===== config.mk =====
export PLATFORM = sky130hd
export DESIGN_NAME = dkjt_cfg_regs
export DESIGN_NICKNAME = d
export VERILOG_FILES = /design/src/rtl/core/dkjt_pkg.sv /design/src/rtl/core/dkjt_cfg_regs.sv
export SDC_FILE = /design/constraint.sdc
export NUM_CORES = 1
export LEC_CHECK = 0
export BUFFER_PORTS_ARGS = -buffer_cell sky130_fd_sc_hd__buf_4
export CAP_MARGIN = 20
export CORE_ASPECT_RATIO = 1.75
export CORE_MARGIN = 3
export CORE_UTILIZATION = 50
export CTS_BUF_LIST = sky130_fd_sc_hd__clkbuf_8
export CTS_CLUSTER_SIZE = 24
export DETAILED_ROUTE_END_ITERATION = 8
export GPL_TIMING_DRIVEN = 1
export PLACE_DENSITY = 0.81
export SYNTH_ARGS = -nofsm -noshare
export SYNTH_HDL_FRONTEND = slang
export SYNTH_SLANG_ARGS = --single-unit

===== constraint.sdc =====
create_clock -name i_clk -period 3.8 [get_ports i_clk]
set_input_delay 0.19 -clock i_clk [delete_from_list [all_inputs] [get_ports i_clk]]
set_output_delay 0.19 -clock i_clk [all_outputs]
set_load 0.05 [all_outputs]

===== src/rtl/core/dkjt_pkg.sv =====
`timescale 1ns / 1ps

package dkjt_pkg;

    localparam int KEY_W      = 64;
    localparam int EXT_W      = 17;
    localparam int TAG_W      = 16;
    localparam int TABLE_AW   = 16;
    localparam int TABLE_SIZE = 1 << TABLE_AW;
    localparam int COUNT_W    = 17;
    localparam int NUM_DIMS   = 3;
    localparam int DIM_W      = 2;
    localparam int DIFF_W     = KEY_W + 1;
    localparam int PROD_W     = TABLE_AW + EXT_W;
    localparam int SUM_W      = PROD_W + 1;
    localparam int ENTRY_W    = TAG_W + 1;

    typedef enum logic [2:0] {
        ST_INSERTED = 3'd0,
        ST_MATCHED  = 3'd1,
        ST_OUTSIDE  = 3'd2,
        ST_NOMATCH  = 3'd3,
        ST_DUP      = 3'd4
    } t_status;

    typedef enum logic [2:0] {
        REG_DIM_COUNT   = 3'd0,
        REG_KEY0_MIN    = 3'd1,
        REG_KEY0_EXTENT = 3'd2,
        REG_KEY1_MIN    = 3'd3,
        REG_KEY1_EXTENT = 3'd4,
        REG_KEY2_MIN    = 3'd5,
        REG_KEY2_EXTENT = 3'd6
    } t_reg_idx;

    typedef enum logic [2:0] {
        S_CLEAR,
        S_IDLE,
        S_SUB,
        S_FOLD,
        S_READ,
        S_DECIDE
    } t_state;

    typedef struct packed {
        logic [DIM_W-1:0] dim_count;
        logic [KEY_W-1:0] key0_min;
        logic [EXT_W-1:0] key0_extent;
        logic [KEY_W-1:0] key1_min;
        logic [EXT_W-1:0] key1_extent;
        logic [KEY_W-1:0] key2_min;
        logic [EXT_W-1:0] key2_extent;
    } t_cfg;

    typedef struct packed {
        logic             clr_step;
        logic             load_in;
        logic             sub_en;
        logic             fold_en;
        logic             rd_en;
        logic             commit;
        logic [DIM_W-1:0] dim;
    } t_dp_cmd;

    typedef struct packed {
        logic clr_done;
        logic fold_fail;
        logic out_free;
    } t_dp_sts;

endpackage


===== src/rtl/core/dkjt_cfg_regs.sv =====
`timescale 1ns / 1ps

module dkjt_cfg_regs (
    input  logic                         i_clk,
    input  logic                         i_rst_n,
    input  logic                         psel,
    input  logic                         penable,
    input  logic                         pwrite,
    input  logic [5:0]                   paddr,
    input  logic [63:0]                  pwdata,
    output logic [63:0]                  prdata,
    output logic                         pready,
    output dkjt_pkg::t_cfg               o_cfg
);

    dkjt_pkg::t_cfg   r_cfg;
    dkjt_pkg::t_reg_idx w_idx;
    logic             w_wr;

    assign pready = 1'b1;
    assign w_idx  = dkjt_pkg::t_reg_idx'(paddr[5:3]);
    assign w_wr   = psel & penable & pwrite & pready;
    assign o_cfg  = r_cfg;

    always_ff @(posedge i_clk) begin
        if (!i_rst_n) begin
            r_cfg.dim_count   <= dkjt_pkg::DIM_W'(1);
            r_cfg.key0_min    <= '0;
            r_cfg.key0_extent <= dkjt_pkg::EXT_W'(1);
            r_cfg.key1_min    <= '0;
            r_cfg.key1_extent <= dkjt_pkg::EXT_W'(1);
            r_cfg.key2_min    <= '0;
            r_cfg.key2_extent <= dkjt_pkg::EXT_W'(1);
        end else if (w_wr) begin
            unique case (w_idx)
                dkjt_pkg::REG_DIM_COUNT:   r_cfg.dim_count   <= pwdata[dkjt_pkg::DIM_W-1:0];
                dkjt_pkg::REG_KEY0_MIN:    r_cfg.key0_min    <= pwdata;
                dkjt_pkg::REG_KEY0_EXTENT: r_cfg.key0_extent <= pwdata[dkjt_pkg::EXT_W-1:0];
                dkjt_pkg::REG_KEY1_MIN:    r_cfg.key1_min    <= pwdata;
                dkjt_pkg::REG_KEY1_EXTENT: r_cfg.key1_extent <= pwdata[dkjt_pkg::EXT_W-1:0];
                dkjt_pkg::REG_KEY2_MIN:    r_cfg.key2_min    <= pwdata;
                dkjt_pkg::REG_KEY2_EXTENT: r_cfg.key2_extent <= pwdata[dkjt_pkg::EXT_W-1:0];
                default: ;
            endcase
        end
    end

    always_comb begin
        unique case (w_idx)
            dkjt_pkg::REG_DIM_COUNT:   prdata = 64'(r_cfg.dim_count);
            dkjt_pkg::REG_KEY0_MIN:    prdata = r_cfg.key0_min;
            dkjt_pkg::REG_KEY0_EXTENT: prdata = 64'(r_cfg.key0_extent);
            dkjt_pkg::REG_KEY1_MIN:    prdata = r_cfg.key1_min;
            dkjt_pkg::REG_KEY1_EXTENT: prdata = 64'(r_cfg.key1_extent);
            dkjt_pkg::REG_KEY2_MIN:    prdata = r_cfg.key2_min;
            dkjt_pkg::REG_KEY2_EXTENT: prdata = 64'(r_cfg.key2_extent);
            default:                   prdata = '0;
        endcase
    end

endmodule


; ---- Word level (Yosys, flattened, before mapping)
; Index checks and enable logic that the tools add are counted.
[totals]
register_bits = 245
inputBits = 75
output_inout_bits = 310
word_cells = 24
[op_classes]
eq_ne = 6
mux = 1
n_bitwise = 2
reduce_logical = 8
[op_table]
columns = operator, count
row1 = case mux 64 bit (7 select lines), 1
row2 = AND reduction 2 bit, 7
row3 = == test 3 bit (second input constant), 3
row4 = == test 3 x 2 -> 1 bit (second input constant), 2
row5 = == test 3 x 1 -> 1 bit (second input constant), 1
row6 = zero test 3 bit, 1
row7 = AND 1 bit, 2

; ---- Logic depth before layout (Yosys ltp)
[logic_depth]
depth_word = 3
ltp_mapped = 6
depth_no_buf = 3

; ---- Worst setup path before layout
; OpenSTA, ideal clock, no wires.
[synth_timing]
path_type = register to output
start = register r_cfg, in the netlist o_cfg[243]
end = output port prdata[0]
arrival_ps = 2052
required_ps = 3610
path_slack_ps = 1558
stages_incl_launch_ff = 4
path_cell_list = dfxtp_1 mux2_2 a221oi_1 o21ai_0
[synth_between]
elab_chain_len = 1
[synth_lines]
columns = item, line_no
row1 = "start, declared", dkjt_cfg_regs.sv:16  ; dkjt_pkg::t_cfg r_cfg;
row2 = case mux 64 bit (7 select lines), dkjt_cfg_regs.sv:49  ; unique case (w_idx)
row3 = "end, declared", dkjt_cfg_regs.sv:11  ; output logic [63:0] prdata,
; Every way passes these cells.

; ---- Worst setup path in the final report
[layout_timing]
start = input port paddr[4]
end = output port prdata[51]
[layout_between]
elab_chain_len = 2
[layout_lines]
columns = item, line_no
row1 = "start, declared", dkjt_cfg_regs.sv:9  ; input logic [5:0] paddr,
row2 = == test 3 bit (tied with other cells), dkjt_cfg_regs.sv:49
row3 = case mux 64 bit (7 select lines) (*), dkjt_cfg_regs.sv:49
; Every way passes the cells marked *; elsewhere a longest branch is shown, timed or not.

==> impl_metrics.toml <==
[routing]
final_antenna_net_count = 0
wl_um = 37500
vias_per_cell = 5.53
drcViolationCount = 0
wl_per_cell_um = 20.2
dr.pass1.iters = 5
vias = 10300
drt_iter0_markers = 638

[grt]
antenna_found_initial = 1
grt_pass1_vias = 10400
grt_pass1_wl_um = 58200
track_usage_pct = 30.2
grt_max_degree = 138
grt-ovfl-total = 0

[worst_setup_path]
arrival_ns = 2.35
critPathKind = "input port to output port"
reg2reg_from = "o_cfg[138]"
r2r_setup_slack_ns = 3.09
required_ns = 3.61
path_max_fanout = 45
startpoint = "paddr[4]"
cp-start-kind = "input port"
rr_endpoint = "o_cfg[138]"
endpoint = "prdata[51]"
worstSetupEndpointType = "output port"
r2r_cells = 2

[cts]
insertion_delay_ns = 0.52
post-cts-setup-buffer-count = 0
cts_root_buf = "clkbuf_8"
cts.clk_slew.worst_paths_ns = 0.07
htreeDepth = 2
cts_buffers = 37
cts_num_sinks = 245
clk_path_buf_depth = 3
tritoncts = "built"

[die]
die-width_um = 118
die_area_um2 = 23700
rows = 70
io_pins = 385
start_util_pct = 51.5
fp.dieH_um = 201
core_area_um2 = 21200

[final_layout]
drive_above_1_share_pct = 34.4
stdcell_area_um2 = 15100
fin_nets = 1613
largest_register_ffs = 245
areaGrowthSynthToFinish_pct = 38.9

[pwr]
p_switching_mw = 1.38
p_leak_nw = 6.74
combPwrFrac_pct = 9.8
seqPwrFrac_pct = 48.7
finalPower_mw = 5.34
p_int_mw = 3.96
power_density_nw_per_um2 = 353
clkPwrFrac_pct = 41.5
switching_share_pct = 25.9
ir_drop_mv = 0.311

[synthesis]
syn_area_um2 = 10900
synth.distinct_cells = 30
synth_seq_area_share_pct = 45.0
syn_avg_cell_area_um2 = 9.55
ys_warn_count = 0
synth_nets = 1217
syn_inst = 1142
synth_seq_cells = 245

[place]
hpwl_um = 25400
port_buffers = 380
dpl_cell_area_um2 = 13900
gp_congestion = 0.838

[timing]
worstMarginPinSlew_ns = 0.931
fin_crit_ns = 2.54
drv_slew = 0
max_freq_mhz = 394
whs_ns = 0.0413
setup_viol = 0
finalHoldViolCount = 0
worst_clock_skew_ns = 0
setup_tns_ns = 0
period_share_pct = 66.8
rsz0062_at_grt = "false"
slew_headroom_pct = 37.8

[outcome]
status = "completed"

[worst_hold_path]
hold_path_class = "input port to flop"

[job]
max_cap_viol_count = 0
-- worst min path at each step --
stage	from	endpoint	slack [ns]	depth (start not counted)
detailed placement	o_cfg[111]	o_cfg[111]	0.46	2
finish	pwdata[12]	o_cfg[12]	0.04	3
global route	pwdata[11]	o_cfg[109]	0.06	3
global placement	o_cfg[161]	o_cfg[161]	0.45	2
floorplan	pwdata[0]	o_cfg[162]	0.34	2
CTS	pwdata[12]	o_cfg[12]	0.03	3
-- cells in the mapped netlist --
library cell / instances / share of area (%)
o221ai_1: 4 / 0.32
mux2i_1: 248 / 23
a32oi_1: 5 / 0.40
clkbuf_1: 51 / 1.8
inv_1: 2 / 0.069
buf_6: 6 / 0.62
a22oi_1: 62 / 4.3
nand4b_1: 1 / 0.080
nand4_1: 1 / 0.057
buf_1: 2 / 0.069
nor2_1: 47 / 1.6
o21ai_0: 9 / 0.41
nor2b_1: 10 / 0.57
nand2b_1: 2 / 0.11
nand2_1: 308 / 11
buf_2: 22 / 1.0
a21oi_1: 6 / 0.28
nor2_4: 1 / 0.10
dfxtp_1: 245 / 45
nor3b_1: 2 / 0.14
clkinv_1: 1 / 0.034
mux2_2: 70 / 7.2
buf_4: 11 / 0.76
a221oi_1: 14 / 1.1
conb_1: 1 / 0.034
nand3_1: 5 / 0.23
nor3_1: 1 / 0.046
or3_1: 1 / 0.057
and4b_1: 1 / 0.092
nor2_2: 3 / 0.17
-- placed cells by master (no fill, tap or decap), types with 2 or more instances in the layout --
cell type / Yosys / layout
buf_4: 11 / 396
dlygate4sd3_1: 0 / 48
a221oi_1: 14 / 14
a32oi_1: 5 / 5
mux2i_1: 248 / 248
nor2b_1: 10 / 9
o21ai_0: 9 / 9
mux2_2: 70 / 70
clkinv_2: 0 / 9
inv_2: 0 / 2
nand2_1: 308 / 308
nor2_1: 47 / 47
nor3b_1: 2 / 2
inv_1: 2 / 8
a21oi_1: 6 / 6
o221ai_1: 4 / 4
nor2_2: 3 / 2
nor2_4: 1 / 2
dfxtp_1: 245 / 245
nand2b_1: 2 / 2
clkbuf_8: 0 / 48
nand3_1: 5 / 5
buf_12: 0 / 4
a22oi_1: 62 / 62
-- metal layers --
metal	wire length (µm)	global-route usage, %	share of wire (%)	vias up
met5	0	0	0	-
met4	2410	18.0	6.4	0
met3	2550	6.10	6.8	148
met2	18800	53.4	50	468
met1	13700	33.1	37	4909
li1	-	-	-	4730
-- stage by stage --
stage	std cells	util (%)	setup WS (ns)
4_1_cts	1853	71.4	1.31
5_1_grt	1854	71.4	1.22
3_5_place_dp	1739	65.6	1.31
6_report	1854	71.4	1.26
3_3_place_gp	1739	65.6	1.34
2_1_floorplan	1142	-	1.56
-- worst max-delay path, cell delays in order --
cell     delay (ns)
buf_4          0.32
nor2b_4        0.82
buf_4          0.40
a22oi_1        0.14
nor2_1         0.21
buf_4          0.24
-- layout make-up --
type / count / area (µm²)
Clock buffer: 47 / 647
Timing Repair Buffer: 449 / 3550
Fill cell: 1608 / 6050
Sequential cell: 245 / 4900
Inverter: 3 / 11.3
Antenna cell: 1 / 2.50
Tap cell: 288 / 360
Clock inverter: 19 / 118
Multi-Input combinational cell: 802 / 5550
-- what timing repair did --
item	4_1_cts	5_1_grt
hold buffers	48	0
endpoints found under the hold margin	138	0
resized for setup	0	0
-- logic make-up after synthesis --
logic type             Yosys count  synth area share, %
AOI/OAI and AO/OA              100                 6.80
buffers and inverters           95                 4.31
DFF                            245                 45.0
muxes                          318                 30.0
other                            1               0.0344
and+or+nand+nor                383                 13.9
-- power by group through the flow --
| stage | clock network (mW) | registers (mW) | logic, mW |
|---|---|---|---|
| after detailed placement | 0 | 2.66 | 0.473 |
| final | 2.22 | 2.60 | 0.521 |
| after global routing | 2.36 | 2.60 | 0.549 |
| after floorplan | 0 | 2.72 | 0.233 |
| after global placement | 0 | 2.66 | 0.471 |
| after CTS | 2.26 | 2.60 | 0.518 |
Note: power is estimated with default switching activity, not from simulation.
