**src/rtl/core/dkjt_pkg.sv**
```systemverilog
`timescale 1ns / 1ps

package dkjt_pkg;

    localparam int KEY_W      = 64;
    localparam int EXT_W      = 17;
    localparam int TAG_W      = 16;
    localparam int TABLE_AW   = 16;
    localparam int TABLE_SIZE = 1 << TABLE_AW;
    localparam int COUNT_W    = 17;
    localparam int NUM_DIMS   = 3;
    localparam int DIM_W      = 2;
    localparam int DIFF_W     = KEY_W + 1;
    localparam int PROD_W     = TABLE_AW + EXT_W;
    localparam int SUM_W      = PROD_W + 1;
    localparam int ENTRY_W    = TAG_W + 1;

    typedef enum logic [2:0] {
        ST_INSERTED = 3'd0,
        ST_MATCHED  = 3'd1,
        ST_OUTSIDE  = 3'd2,
        ST_NOMATCH  = 3'd3,
        ST_DUP      = 3'd4
    } t_status;

    typedef enum logic [2:0] {
        REG_DIM_COUNT   = 3'd0,
        REG_KEY0_MIN    = 3'd1,
        REG_KEY0_EXTENT = 3'd2,
        REG_KEY1_MIN    = 3'd3,
        REG_KEY1_EXTENT = 3'd4,
        REG_KEY2_MIN    = 3'd5,
        REG_KEY2_EXTENT = 3'd6
    } t_reg_idx;

    typedef enum logic [2:0] {
        S_CLEAR,
        S_IDLE,
        S_SUB,
        S_FOLD,
        S_READ,
        S_DECIDE
    } t_state;

    typedef struct packed {
        logic [DIM_W-1:0] dim_count;
        logic [KEY_W-1:0] key0_min;
        logic [EXT_W-1:0] key0_extent;
        logic [KEY_W-1:0] key1_min;
        logic [EXT_W-1:0] key1_extent;
        logic [KEY_W-1:0] key2_min;
        logic [EXT_W-1:0] key2_extent;
    } t_cfg;

    typedef struct packed {
        logic             clr_step;
        logic             load_in;
        logic             sub_en;
        logic             fold_en;
        logic             rd_en;
        logic             commit;
        logic [DIM_W-1:0] dim;
    } t_dp_cmd;

    typedef struct packed {
        logic clr_done;
        logic fold_fail;
        logic out_free;
    } t_dp_sts;

endpackage

```
**src/rtl/core/dkjt_ctrl.sv**
```systemverilog
`timescale 1ns / 1ps

module dkjt_ctrl (
    input  logic                           i_clk,
    input  logic                           i_rst_n,
    input  logic                           i_s_tvalid,
    output logic                           o_s_tready,
    input  logic [dkjt_pkg::DIM_W-1:0]     i_dim_count,
    input  dkjt_pkg::t_dp_sts              i_sts,
    output dkjt_pkg::t_dp_cmd              o_cmd
);

    dkjt_pkg::t_state             r_state, n_state;
    logic [dkjt_pkg::DIM_W-1:0]   r_dim, n_dim;
    logic [dkjt_pkg::DIM_W-1:0]   w_last;

    // zero dims behaves as one; three is the maximum the field can hold
    assign w_last = (i_dim_count == '0) ? '0 : i_dim_count - dkjt_pkg::DIM_W'(1);

    always_ff @(posedge i_clk) begin
        if (!i_rst_n) begin
            r_state <= dkjt_pkg::S_CLEAR;
            r_dim   <= '0;
        end else begin
            r_state <= n_state;
            r_dim   <= n_dim;
        end
    end

    always_comb begin
        n_state    = r_state;
        n_dim      = r_dim;
        o_cmd      = '0;
        o_cmd.dim  = r_dim;
        o_s_tready = 1'b0;
        unique case (r_state)
            dkjt_pkg::S_CLEAR: begin
                o_cmd.clr_step = ~i_sts.clr_done;
                if (i_sts.clr_done) begin
                    n_state = dkjt_pkg::S_IDLE;
                end
            end
            dkjt_pkg::S_IDLE: begin
                o_s_tready = 1'b1;
                if (i_s_tvalid) begin
                    o_cmd.load_in = 1'b1;
                    n_dim         = '0;
                    n_state       = dkjt_pkg::S_SUB;
                end
            end
            dkjt_pkg::S_SUB: begin
                o_cmd.sub_en = 1'b1;
                n_state      = dkjt_pkg::S_FOLD;
            end
            dkjt_pkg::S_FOLD: begin
                o_cmd.fold_en = 1'b1;
                if (i_sts.fold_fail) begin
                    n_state = dkjt_pkg::S_DECIDE;
                end else if (r_dim == w_last) begin
                    n_state = dkjt_pkg::S_READ;
                end else begin
                    n_dim   = r_dim + dkjt_pkg::DIM_W'(1);
                    n_state = dkjt_pkg::S_SUB;
                end
            end
            dkjt_pkg::S_READ: begin
                o_cmd.rd_en = 1'b1;
                n_state     = dkjt_pkg::S_DECIDE;
            end
            dkjt_pkg::S_DECIDE: begin
                if (i_sts.out_free) begin
                    o_cmd.commit = 1'b1;
                    n_state      = dkjt_pkg::S_IDLE;
                end
            end
            default: n_state = dkjt_pkg::S_CLEAR;
        endcase
    end

endmodule

```
**config.mk**
```make
export PLATFORM = sky130hd
export DESIGN_NAME = dkjt_ctrl
export DESIGN_NICKNAME = d
export VERILOG_FILES = /design/src/rtl/core/dkjt_pkg.sv /design/src/rtl/core/dkjt_ctrl.sv
export SDC_FILE = /design/constraint.sdc
export NUM_CORES = 1
export LEC_CHECK = 0
export ABC_AREA = 1
export ABC_CLOCK_PERIOD_IN_PS = 2800
export BUFFER_PORTS_ARGS = -buffer_cell sky130_fd_sc_hd__buf_2
export CORE_AREA = 2 2 39 41
export CTS_BUF_LIST = sky130_fd_sc_hd__clkbuf_8
export DETAILED_ROUTE_END_ITERATION = 16
export DIE_AREA = 0 0 41 43
export PLACE_DENSITY = 0.63
export SYNTH_ARGS = -nofsm -noshare
export SYNTH_HDL_FRONTEND = slang
export SYNTH_SLANG_ARGS = --single-unit
```
**constraint.sdc**
```tcl
create_clock -name i_clk -period 2.8 [get_ports i_clk]
set_input_delay 0.56 -clock i_clk [delete_from_list [all_inputs] [get_ports i_clk]]
set_output_delay 0.56 -clock i_clk [all_outputs]
set_load 0.005 [all_outputs]
```
* Yosys cells after proc, flatten, opt, wreduce, memory -nomap -nowiden
Cells that the tools add are included.
Widths: inputs -> output; s select.
** Storage, ports and cells
- Flip-flop bits (word level) :: 5
- Input port bits :: 8
- Output and inout bits :: 9
** Operators by class
- Mux-type cells :: 20
- Bitwise operators :: 1
- Reductions and logical operators :: 5
- Equality and inequality tests :: 11
- $add $sub $neg :: 2
** Operator list (count)
- $pmux 3 s6 :: 1
- $mux 3 :: 5
- $ne 2x2->1 const B :: 5
- $mux 1 :: 9
- $mux 2 :: 4
- $eq 3x2->1 const B :: 2
- $eq 3x3->1 const B :: 2
- $pmux 2 s2 :: 1
- $reduce_and 4->1 :: 1
- $eq 3x1->1 const B :: 1
- $logic_not 3->1 :: 1
- $reduce_and 3->1 :: 1
- $add 2x1->2 const B :: 1
- $eq 2x2->1 :: 1
- $logic_not 2->1 :: 1
- $reduce_bool 2->1 :: 1
- $sub 2x1->2 const B :: 1
- $not 1->1 :: 1

* Longest topological paths before layout
- Depth after elaboration :: 6
- Depth in mapped cells :: 9
- Depth with buffers taken out :: 9

* Worst setup path before layout
No wires, ideal clock.
- Path type :: input-to-output
- Start :: input port i_sts[2] (netlist name)
- End :: output port o_cmd[7] (netlist name)
- Stages :: 3
- Required time :: 2240 ps
- Path buffers :: 0
- Arrival :: 817 ps
- Setup slack :: 1423 ps
- Cell sequence :: nor2_1 > nand2_2 > inv_1
** RTL lines
- start: declaration :: line dkjt_ctrl.sv:9 : input dkjt_pkg::t_dp_sts i_sts,
- end: declaration :: line dkjt_ctrl.sv:10 : output dkjt_pkg::t_dp_cmd o_cmd

==> summary.md <==
| Metric | Value |
|---|---|
| Status | completed |
| Area grow syn2layout | 33.4% |
| Depth of the CTS H-tree | 1 |
| Pin count of the biggest net entering global routing | 12 |
| Power per Cell Area | 538 mW/mm^2 |
| Synth cell count leaders | nand2_1 (18), inv_1 (12), nor2_1 (11), nand3_1 (8), dfxtp_1 (5) |
| Global-route wire length before repair | 1400 um |
| Element type at the critical path start | flip-flop |
| GRT Overall Usage | 12.7% |
| Clock root cell | clkbuf_8 |
| CP peak stage delay | roughly 0.55 ns |
| PostCTS Resize Cnt | 0 |
| Final Hold Fails | 0 |
| Width of the die | between 40 and 50 um |
| Mean Syn Cell Area | 5.77 sq um |
| Simple-gate share of the synthesized area | about half |
| Clock Power Share | about 45% |
| Chip height | between 40 and 50 um |
| Cells after Synth | approximately 70 |
| Multi-input gate area | about 250 sq um |
| # IOs | 17 |
| Area of the mapped netlist | 415 sq um |
| Filler cell count | 161 |
| Starting Density | between 30% and 40% |
| Launch point of the worst path | r_state[1]$_SDFFE_PN0P_ |
| Main combinational cell family by area after synthesis | simple AND/OR/NAND/NOR gates |
| Highest Clock Rate | between 0.5 and 0.6 GHz |
| Total CTS buffers | 3 |
| TritonCTS sink count | 5 |
| CP Max Fanout | 11 |
| Peak VDD IR | about 360 uV |
| Most common cell in the netlist | nand2_1 |
| Crit path required time | 2.24 ns |
| Ys flop type | dfxtp_1 |
| Cells along the critical path | nor2_1, nand2_2, inv_1, buf_2 |
| Async S/R FF share, synth | 0% |
| Final setup viols | 0 |
| Post-synth EDFFs | 0 |
| Hold Crit Class | reg2reg |
| Die ar. | about 0.0018 sq mm |
| Post-Route Setup TNS | 0 ns |
| PortBufs | 16 |
| Reg power frac | a little under 30% |
| Worst reg2reg path depth | 6 |
| Synth top area share | 24.1% |
| Worst r2r src | r_state[1]$_SDFFE_PN0P_ |
| Detailed Routing Iterations Pass 1 | 2 |
| Max Clock Skew | about 0.0036 ns |
| Slew headroom | 73.8% |
| Core Footprint | 0.00138 sq mm |
| Synth area leader | dfxtp_1 |
| ANT nets after route | 0 |
| Max-cap violations | 0 |
| Total global routing overflow | 0 |
| Worst path buffer plus inverter count | 2 |
| Crit path kind | reg2out |
| CP top delay family | flip-flops |
| Seq. cell area | 100 sq um |
| Diodes inserted | 0 |
| DR vias/cell | approximately 4.5 |
| RSZ-0062 raised after global routing | no |
| Slowest CP cell | dfxtp_1 |
| Longest Clk Path Bufs | 2 |
| CTS tree | done |
| Post-Synth XOR/XNOR Area | roughly 2.1% |
| Hold buffer count at CTS | 0 |
| Nets | 100 |
| Worst hold stages | 2 |
| Clk Latency, worst-skew pair | 0.22 ns |
| Leak | 0.299 nW |
| Total power draw | 0.000298 W |
| Std-Cell Rows | 14 |
| Post-synthesis adder-cell area fraction | 0% |
| Remaining DRCs | 0 |
| Number of global-route vias before repair | around 390 |
| Crit path time final | 1.76 ns |
| CP Data Arrival Time | about 1.2 ns |
| # Post-CTS Setup Buffers | 0 |
| Post-synthesis net count | 80 |
| DRT iter0 DRCs | 4 |
| Routed length per instance | 8.78 um |
| Yosys warning count | 0 |
| Sw power | roughly 0.000094 W |
| Comb pwr share | roughly 25% |
| Placer Congestion | roughly 0.77 |
| Register area share after synthesis | 24.1% |
| Hold_sp | r_dim[1]$_SDFFE_PN0P_ |
| R2R setup slack | 1.58 ns |
| Synth area leaders | dfxtp_1 (24%), nand2_1 (16%), inv_1 (11%), nor2_1 (9.9%), nand3_1 (9.6%) |
| Reg2reg end | r_state[1]$_SDFFE_PN0P_ |
| Hold EP | r_dim[1]$_SDFFE_PN0P_ |
| Clk pin slew, worst setup/hold paths | approximately 0.04 ns |
| Period Utilization, post-route | between 60% and 70% |
| Worst Max-Slew Pin Slew | between 0.3 and 0.4 ns |
| Compound-Gate Fraction of Synth Area | a little under a tenth |
| Via count | 481 |
| Initial antenna violation count | 0 |
| Internal Power | around 0.00020 W |
| Mux share of post-synthesis cell area | 0% |
| HPWL Detailed | ~760 um |
| Crit end category | output pin |
| Net Sw Frac | approximately a third |
| Synth unique cells | 17 |
| Max Slew Vio Count | 0 |
| Drt total wl | ~940 um |
| Synth Register Bits | 5 |
| Fraction of layout cells with a size suffix above 1 | between 30% and 40% |
-- final cells by class --
type / count / area share (%)
Clock buffer: 3 / 7.45
Sequential cell: 5 / 18.1
Multi-Input combinational cell: 51 / 45.4
Clock inverter: 1 / 0.903
Tap cell: 16 / 3.61
Timing Repair Buffer: 16 / 14.4
Inverter: 15 / 10.2
-- how the worst max path moves through the flow --
| stage | slack [ns] | depth (start not counted) | end |
|---|---|---|---|
| floorplan | 1.42 | 3 | o_cmd[7] |
| CTS | 1.04 | 3 | o_cmd[5] |
| global placement | 1.22 | 5 | o_cmd[7] |
| finish | 1.04 | 4 | o_cmd[7] |
| global route | 0.93 | 5 | o_cmd[6] |
| detailed placement | 1.19 | 5 | o_cmd[7] |
-- cell families (layout without fill, tap and decap cells) --
kind of cell	after synthesis	after routing
compound gates	5	5
flops	5	5
simple gates	45	45
buf+inv	16	35
xor+xnor	1	1
-- worst reg2reg max path, stage by stage (launching register included) --
cell and delay (ns):
dfxtp_1 0.55, inv_1 0.12, nand3_1 0.13, nand3_1 0.10, nor2_1 0.11, nand3_1 0.07, nor2_1 0.08
-- state kept, by name (all words and copies together), names as in the netlist --
signal and count:
r_state 3, r_dim 2
-- power groups by stage --
| stage | registers, W | clock network [W] | logic, W |
|---|---|---|---|
| after floorplan | 0.0000845 | 0 | 0.0000583 |
| after global placement | 0.0000902 | 0 | 0.0000743 |
| after detailed placement | 0.0000901 | 0 | 0.0000758 |
| after CTS | 0.0000890 | 0.000139 | 0.0000760 |
| after global routing | 0.0000901 | 0.000142 | 0.0000862 |
| final | 0.0000890 | 0.000134 | 0.0000755 |
-- stage by stage --
stage | instances | utilization, % | setup slack [ns] | hold WS, ns | instance area, sq um
after CTS | 107 | 40.1 | 1.04 | 0.525 | 554
after global placement | 103 | 36.7 | 1.22 | 0.520 | 508
after detailed placement | 103 | 36.7 | 1.19 | 0.517 | 508
final | 107 | 40.1 | 1.04 | 0.525 | 554
after floorplan | 72 | - | 1.42 | 0.503 | 415
after global routing | 107 | 40.1 | 0.932 | 0.547 | 554
-- metal layers --
metal | up-vias | track usage (%) | part of all wire (%)
met1 | 206 | 13.2 | 45
met3 | 4 | 3.14 | 5.3
met4 | 0 | 16.0 | 4.8
li1 | 261 | - | -
met5 | - | 0 | 0
met2 | 10 | 17.2 | 44
-- cells in the final DEF (no fill, tap or decap), types with 2 or more instances in the layout --
cell type / netlist / layout
inv_1: 12 / 12
buf_2: 0 / 16
nand3_1: 8 / 8
dfxtp_1: 5 / 5
a21oi_1: 2 / 2
inv_2: 3 / 3
nand2_1: 18 / 18
nor3_1: 3 / 3
nor2_1: 11 / 11
clkbuf_8: 0 / 3
nand2_2: 2 / 2
No activity file was read; power rests on OpenSTA's default activity.
